## config.mk

```make
export PLATFORM = sky130hd
export DESIGN_NAME = dlsik_sqrt
export DESIGN_NICKNAME = d
export VERILOG_FILES = /design/src/dlsik_sqrt.sv
export SDC_FILE = /design/constraint.sdc
export NUM_CORES = 2
export LEC_CHECK = 0
export BUFFER_PORTS_ARGS = -buffer_cell sky130_fd_sc_hd__buf_4
export CORE_MARGIN = 1.5
export CORE_UTILIZATION = 40
export CTS_BUF_LIST = sky130_fd_sc_hd__clkbuf_2 sky130_fd_sc_hd__clkbuf_4 sky130_fd_sc_hd__clkbuf_8
export DETAILED_ROUTE_END_ITERATION = 10
export PLACE_DENSITY = 0.63
export SLEW_MARGIN = 40
export SYNTH_ARGS = -nofsm -noshare
export SYNTH_HDL_FRONTEND = slang
export SYNTH_MEMORY_MAX_BITS = 65536
export SYNTH_SLANG_ARGS = --single-unit
```

## constraint.sdc

```tcl
create_clock -name i_clk -period 5.95 [get_ports i_clk]
set_input_delay 0 -clock i_clk [delete_from_list [all_inputs] [get_ports i_clk]]
set_output_delay 0 -clock i_clk [all_outputs]
set_load 0.02 [all_outputs]
```

## src/dlsik_sqrt.sv

```systemverilog
`timescale 1ns / 1ps
// ----------------------------------------------------------------------------
// dlsik_sqrt
// Pipelined integer square root, floor of the root, one root bit per stage,
// with a sideband that rides along.
// ----------------------------------------------------------------------------
module dlsik_sqrt #(
    parameter int RW = 32,
    parameter int SW = 1
) (
    input  logic            i_clk,
    input  logic            i_rst_n,
    input  logic            i_en,
    input  logic            i_valid,
    input  logic [2*RW-1:0] i_x,
    input  logic [SW-1:0]   i_side,
    output logic            o_valid,
    output logic [RW-1:0]   o_root,
    output logic [SW-1:0]   o_side
);

    localparam int XW = 2 * RW;

    logic          r_v    [0:RW];
    logic [XW-1:0] r_x    [0:RW-1];
    logic [XW-1:0] r_res  [0:RW];
    logic [SW-1:0] r_side [0:RW];

    // entry stage
    always_ff @(posedge i_clk) begin
        if (!i_rst_n) begin
            r_v[0] <= 1'b0;
        end else if (i_en) begin
            r_v[0] <= i_valid;
        end
    end

    always_ff @(posedge i_clk) begin
        if (i_en) begin
            r_x[0]    <= i_x;
            r_res[0]  <= '0;
            r_side[0] <= i_side;
        end
    end

    // digit by digit, highest root bit first
    for (genvar k = 1; k <= RW; k++) begin : g_stage
        localparam logic [XW-1:0] BITV = {{(XW-1){1'b0}}, 1'b1} << (2 * (RW - k));
        logic [XW-1:0] w_sum;
        logic          w_ge;

        assign w_sum = r_res[k-1] + BITV;
        assign w_ge  = (r_x[k-1] >= w_sum);

        always_ff @(posedge i_clk) begin
            if (!i_rst_n) begin
                r_v[k] <= 1'b0;
            end else if (i_en) begin
                r_v[k] <= r_v[k-1];
            end
        end

        always_ff @(posedge i_clk) begin
            if (i_en) begin
                r_res[k]  <= w_ge ? ((r_res[k-1] >> 1) + BITV) : (r_res[k-1] >> 1);
                r_side[k] <= r_side[k-1];
            end
        end

        if (k < RW) begin : g_x
            always_ff @(posedge i_clk) begin
                if (i_en) begin
                    r_x[k] <= w_ge ? (r_x[k-1] - w_sum) : r_x[k-1];
                end
            end
        end
    end

    assign o_valid = r_v[RW];
    assign o_root  = r_res[RW][RW-1:0];
    assign o_side  = r_side[RW];

endmodule

```

### Yosys cells after proc, flatten, opt, wreduce, memory -nomap -nowiden

Memory sizes are Yosys's and may differ from the RTL's.
Cells that the tools add are included.

| storage, ports and cells | value |
|---|---|
| register bits | 0 |
| latch bits | 0 |
| memory bits (writable) | 4226 |
| ROM bits | 0 |
| input port bits | 69 |
| output and inout port bits | 34 |
| memories | 4 |

| operators by class | value |
|---|---|
| add/subtract/negate cells | 95 |
| $mul | 0 |
| div/mod/pow operators | 0 |
| magnitude comparators | 32 |
| eq/ne operators | 0 |
| shifts and indexed selects | 0 |
| mux-type cells | 101 |
| bitwise operators | 33 |
| reduce and logical (&&, ||, !) cells | 0 |

Memories:

| name | depth | bits a word | rd ports | clocked after memory_dff | write ports | line | source |
|---|---|---|---|---|---|---|---|
| r_res | 33 | 64 | 33 | 0 | 33 | 26 | `logic [XW-1:0] r_res [0:RW];` |
| r_x | 32 | 64 | 32 | 0 | 32 | 25 | `logic [XW-1:0] r_x [0:RW-1];` |
| r_side | 33 | 1 | 33 | 0 | 33 | 27 | `logic [SW-1:0] r_side [0:RW];` |
| r_v | 33 | 1 | 33 | 0 | 33 | 24 | `logic r_v [0:RW];` |

Operator list:

| cell | count |
|---|---|
| 2-to-1 mux 64 bit | 63 |
| >= comparator 64 bit | 32 |
| subtractor 64 bit | 31 |
| adder 63 x 1 -> 64 bit (second input constant) | 1 |
| adder 63 x 11 -> 64 bit (second input constant) | 1 |
| adder 63 x 13 -> 64 bit (second input constant) | 1 |
| adder 63 x 15 -> 64 bit (second input constant) | 1 |
| adder 63 x 17 -> 64 bit (second input constant) | 1 |
| adder 63 x 19 -> 64 bit (second input constant) | 1 |
| adder 63 x 21 -> 64 bit (second input constant) | 1 |
| adder 63 x 23 -> 64 bit (second input constant) | 1 |
| adder 63 x 25 -> 64 bit (second input constant) | 1 |
| adder 63 x 27 -> 64 bit (second input constant) | 1 |
| adder 63 x 29 -> 64 bit (second input constant) | 1 |
| adder 63 x 3 -> 64 bit (second input constant) | 1 |
| adder 63 x 31 -> 64 bit (second input constant) | 1 |
| adder 63 x 33 -> 64 bit (second input constant) | 1 |
| adder 63 x 35 -> 64 bit (second input constant) | 1 |
| adder 63 x 37 -> 64 bit (second input constant) | 1 |
| adder 63 x 39 -> 64 bit (second input constant) | 1 |
| adder 63 x 41 -> 64 bit (second input constant) | 1 |
| adder 63 x 43 -> 64 bit (second input constant) | 1 |
| adder 63 x 45 -> 64 bit (second input constant) | 1 |
| adder 63 x 47 -> 64 bit (second input constant) | 1 |
| other kinds (45) | 114 |

### Depth between registers and ports, before layout

| depth | value |
|---|---|
| depth in word-level cells | 4 |
| mapped depth | 15 |
| depth with buffers taken out | 13 |

### Worst setup path after synthesis

No wires, ideal clock.

| timing | value |
|---|---|
| path type | reg2reg |
| from | memory r_x[3][29] (netlist name) |
| to | memory r_x[3][118] (netlist name) (data pin) |
| library setup time | 271 ps |
| arrival time | 3461 ps |
| required time | 5679 ps |
| slack | 2217 ps |
| stages on the path, launching flop included | 13 |
| cell sequence | edfxtp_1 ha_1 clkbuf_1 nand4_1 or4_1 or3_1 o211ai_1 a31oi_1 o21ai_1 or4b_2 o211ai_1 nor4_1 xor2_1 |

RTL lines:

| item | line |
|---|---|
| from (decl) | 25 |

==> impl_metrics.env <==
export IMPL_status="finished clean"
export IMPL_max_freq_mhz=220
export IMPL_avgSynthCellArea_um2=12.9
export IMPL_ant_nets=0
export IMPL_die_h_um=559
export IMPL_drv_cap=0
export IMPL_synth_area_leaders="edfxtp_1, ha_1, xnor2_1, xor2_1, a21oi_1"
export IMPL_cts_tree="built"
export IMPL_ys_types=89
export IMPL_drt_iter0_drc=5971
export IMPL_cp_common_cell="o211ai_1"
export IMPL_grt_pass1_wl_mm=475
export IMPL_portBuffers=102
export IMPL_final_common_cell="edfxtp_1"
export IMPL_hp_class="input pin to flip-flop"
export IMPL_synthCells=9620
export IMPL_fillers=27600
export IMPL_yosys_area_top_type="edfxtp_1"
export IMPL_multi_input_area_mm2=0.0413
export IMPL_dp_hpwl_mm=239
export IMPL_cp_end_kind="flip-flop"
export IMPL_cts_max_level=5
export IMPL_rsz0062_at_grt="no"
export IMPL_final_cell_area_mm2=0.141
export IMPL_overflow=0
export IMPL_whs_path_depth=3
export IMPL_grt_usage_pct=19.7
export IMPL_vdd_drop_max_uv=228
export IMPL_cts_max_path_buffers=4
export IMPL_yosys_register_bits=2642
export IMPL_ys_seq_area_share_pct=64.1
export IMPL_vias_per_cell=5.35
export IMPL_nNetsFinal=10800
export IMPL_worstRegToRegCells=12
export IMPL_async_flop_share_pct=0
export IMPL_cts_buffers_inserted=438
export IMPL_grt_pass1_vias=79000
export IMPL_cpMaxStageDelayCell="or4b_2"
export IMPL_ioPinCount=103
export IMPL_area_delta_synth_final_pct=13.5
export IMPL_drc=0
export IMPL_fin_crit_sh_pct=76.5
export IMPL_fin_skew_ps=131
export IMPL_hold_buffers=138
export IMPL_clkTransAtPathRegs_ps=70
export IMPL_cts_resized=0
export IMPL_cts_setup_buffers=0
export IMPL_slew_headroom_pct=41.7
export IMPL_die_x_um=559
export IMPL_tightest_slew_ps=875
export IMPL_netlist_area_leader_share_pct=64.1
export IMPL_synth_area_mm2=0.124
export IMPL_dieArea_mm2=0.313
export IMPL_final_seq_area_mm2=0.0793
export IMPL_worst_skew_pair_late_latency_ps=1100
export IMPL_cts_sinks=2642
export IMPL_drive_above_1_share_pct=10.3
export IMPL_p_leak_uw=0.0527
export IMPL_routabilityCongestion=0.932
export IMPL_final_hold_violation_count=0
export IMPL_crit_path_max_incr_delay_ps=670
export IMPL_synth_edff_count=2641
export IMPL_start_util_pct=40.1
export IMPL_startpoint_type="flip-flop"
export IMPL_finalSetupViolCount=0
export IMPL_worstPathRequired_ps=6650
export IMPL_ys_flop_type="edfxtp_1"
export IMPL_core_mm2=0.308
export IMPL_drt_total_wl_mm=318
export IMPL_path_max_fanout=7
export IMPL_vias=78600
export IMPL_fin_crit_ps=4550
export IMPL_dpl_cell_area_mm2=0.130
export IMPL_path_cells="inv_1, ha_1, nand4_1, or4_1, or3_1, o211ai_1, a31oi_1, o21ai_1, or4b_2, o211ai_1, nor4_1, xor2_1"
export IMPL_first_pass_iters=6
export IMPL_yosys_warnings=0
export IMPL_syn_nets=10200
export IMPL_fin_setup_tns_ps=0
export IMPL_slew_violations=0
export IMPL_critPathKind="flip-flop to flip-flop"
export IMPL_grt_max_degree=170
export IMPL_p_per_area_mw_per_mm2=378
export IMPL_antenna_found_initial=9
export IMPL_critPathArrivalTime_ps=5260
export IMPL_rows=204
export IMPL_root_buffer="clkbuf_8"
export IMPL_wl_per_cell_um=21.6
export IMPL_layout_cells_most_common_list="edfxtp_1, inv_1, nor2_1"
==> flip-flops by register name, indices dropped and copies added (netlist names) <==
signal and cells:
r_side 33, r_v 33, r_x 2048, r_res 528
==> per-layer routing <==
layer  vias up  track usage, %  share of wire [%]
met4         2            12.6                7.0
met3       694            2.68                3.8
met2      2051            37.1                 53
met1     38500            20.4                 36
li1      37400               -                  -
met5         -               0             0.0041
==> cell type report <==
| type | instances | area share [%] |
|---|---|---|
| inverters | 717 | 1.92 |
| repair buffers | 324 | 2.19 |
| flip-flops and latches | 2642 | 56.5 |
| clock inverters | 230 | 1.37 |
| multi-input cells | 6073 | 29.4 |
| well taps | 4120 | 3.67 |
| clock buffers | 570 | 5.01 |
| diodes | 8 | 0.0142 |
==> Yosys cell counts, types with 158 or more instances <==
master,count
a21oi_1,605
xnor2_1,488
ha_1,558
xor2_1,388
clkbuf_1,165
o21ai_0,423
nand2_1,577
nor2_1,610
inv_1,713
nor3_1,265
nand4_1,158
a21o_1,245
edfxtp_1,2641
nor4_1,339
==> critical path: cells and delay by family (launching register included) <==
family	cells	cell delay (ps)
AND/OR/NAND/NOR	5	1890
AO/OA/AOI/OAI	4	1230
flip-flops	1	470
adder cells (fa/ha/maj)	1	400
XOR/XNOR	1	170
buffers and inverters	1	100
==> final timing paths <==
kind                                      from             to  slack (ps)
worst max-delay path            r_res[0][1566]    r_x[3][118]        1400
worst max register to register  r_res[0][1566]    r_x[3][118]        1400
worst min-delay path                   i_x[53]     r_x[0][53]         130
worst min register to register   r_res[0][566]  r_res[0][629]         330
==> stage by stage <==
stage / util [%] / hold WS [ps] / total power (uW) / setup WS (ps) / std cells
after floorplan: - / 98.9 / 32600 / 2220 / 9620
after global placement: 42.1 / 178 / 36700 / 1400 / 13700
after detailed placement: 42.2 / 179 / 36900 / 1450 / 13700
after CTS: 45.5 / 11.9 / 53500 / 1410 / 14700
after global routing: 45.6 / 82.6 / 55600 / 1200 / 14700
final: 45.6 / 132 / 53000 / 1400 / 14700
==> cell families (layout without fill, tap and decap cells) <==
family                     Yosys count  after routing  synth area share (%)
AOI/OAI and AO/OA                 1794           1794                  8.94
other                                0              8                     0
buffers and inverters              905           1841                  2.77
adders and majority gates          558            558                  5.64
muxes                              106            106                 0.956
DFF                               2642           2642                  64.1
xor gates and xnor gates           876            876                  6.20
and+or+nand+nor                   2739           2739                  11.4
==> report_power, final <==
part	switching (uW)	internal (uW)
clock	7450	8930
combinational	6680	4500
sequential	1950	23500
Power figures use the tool's default switching activity.
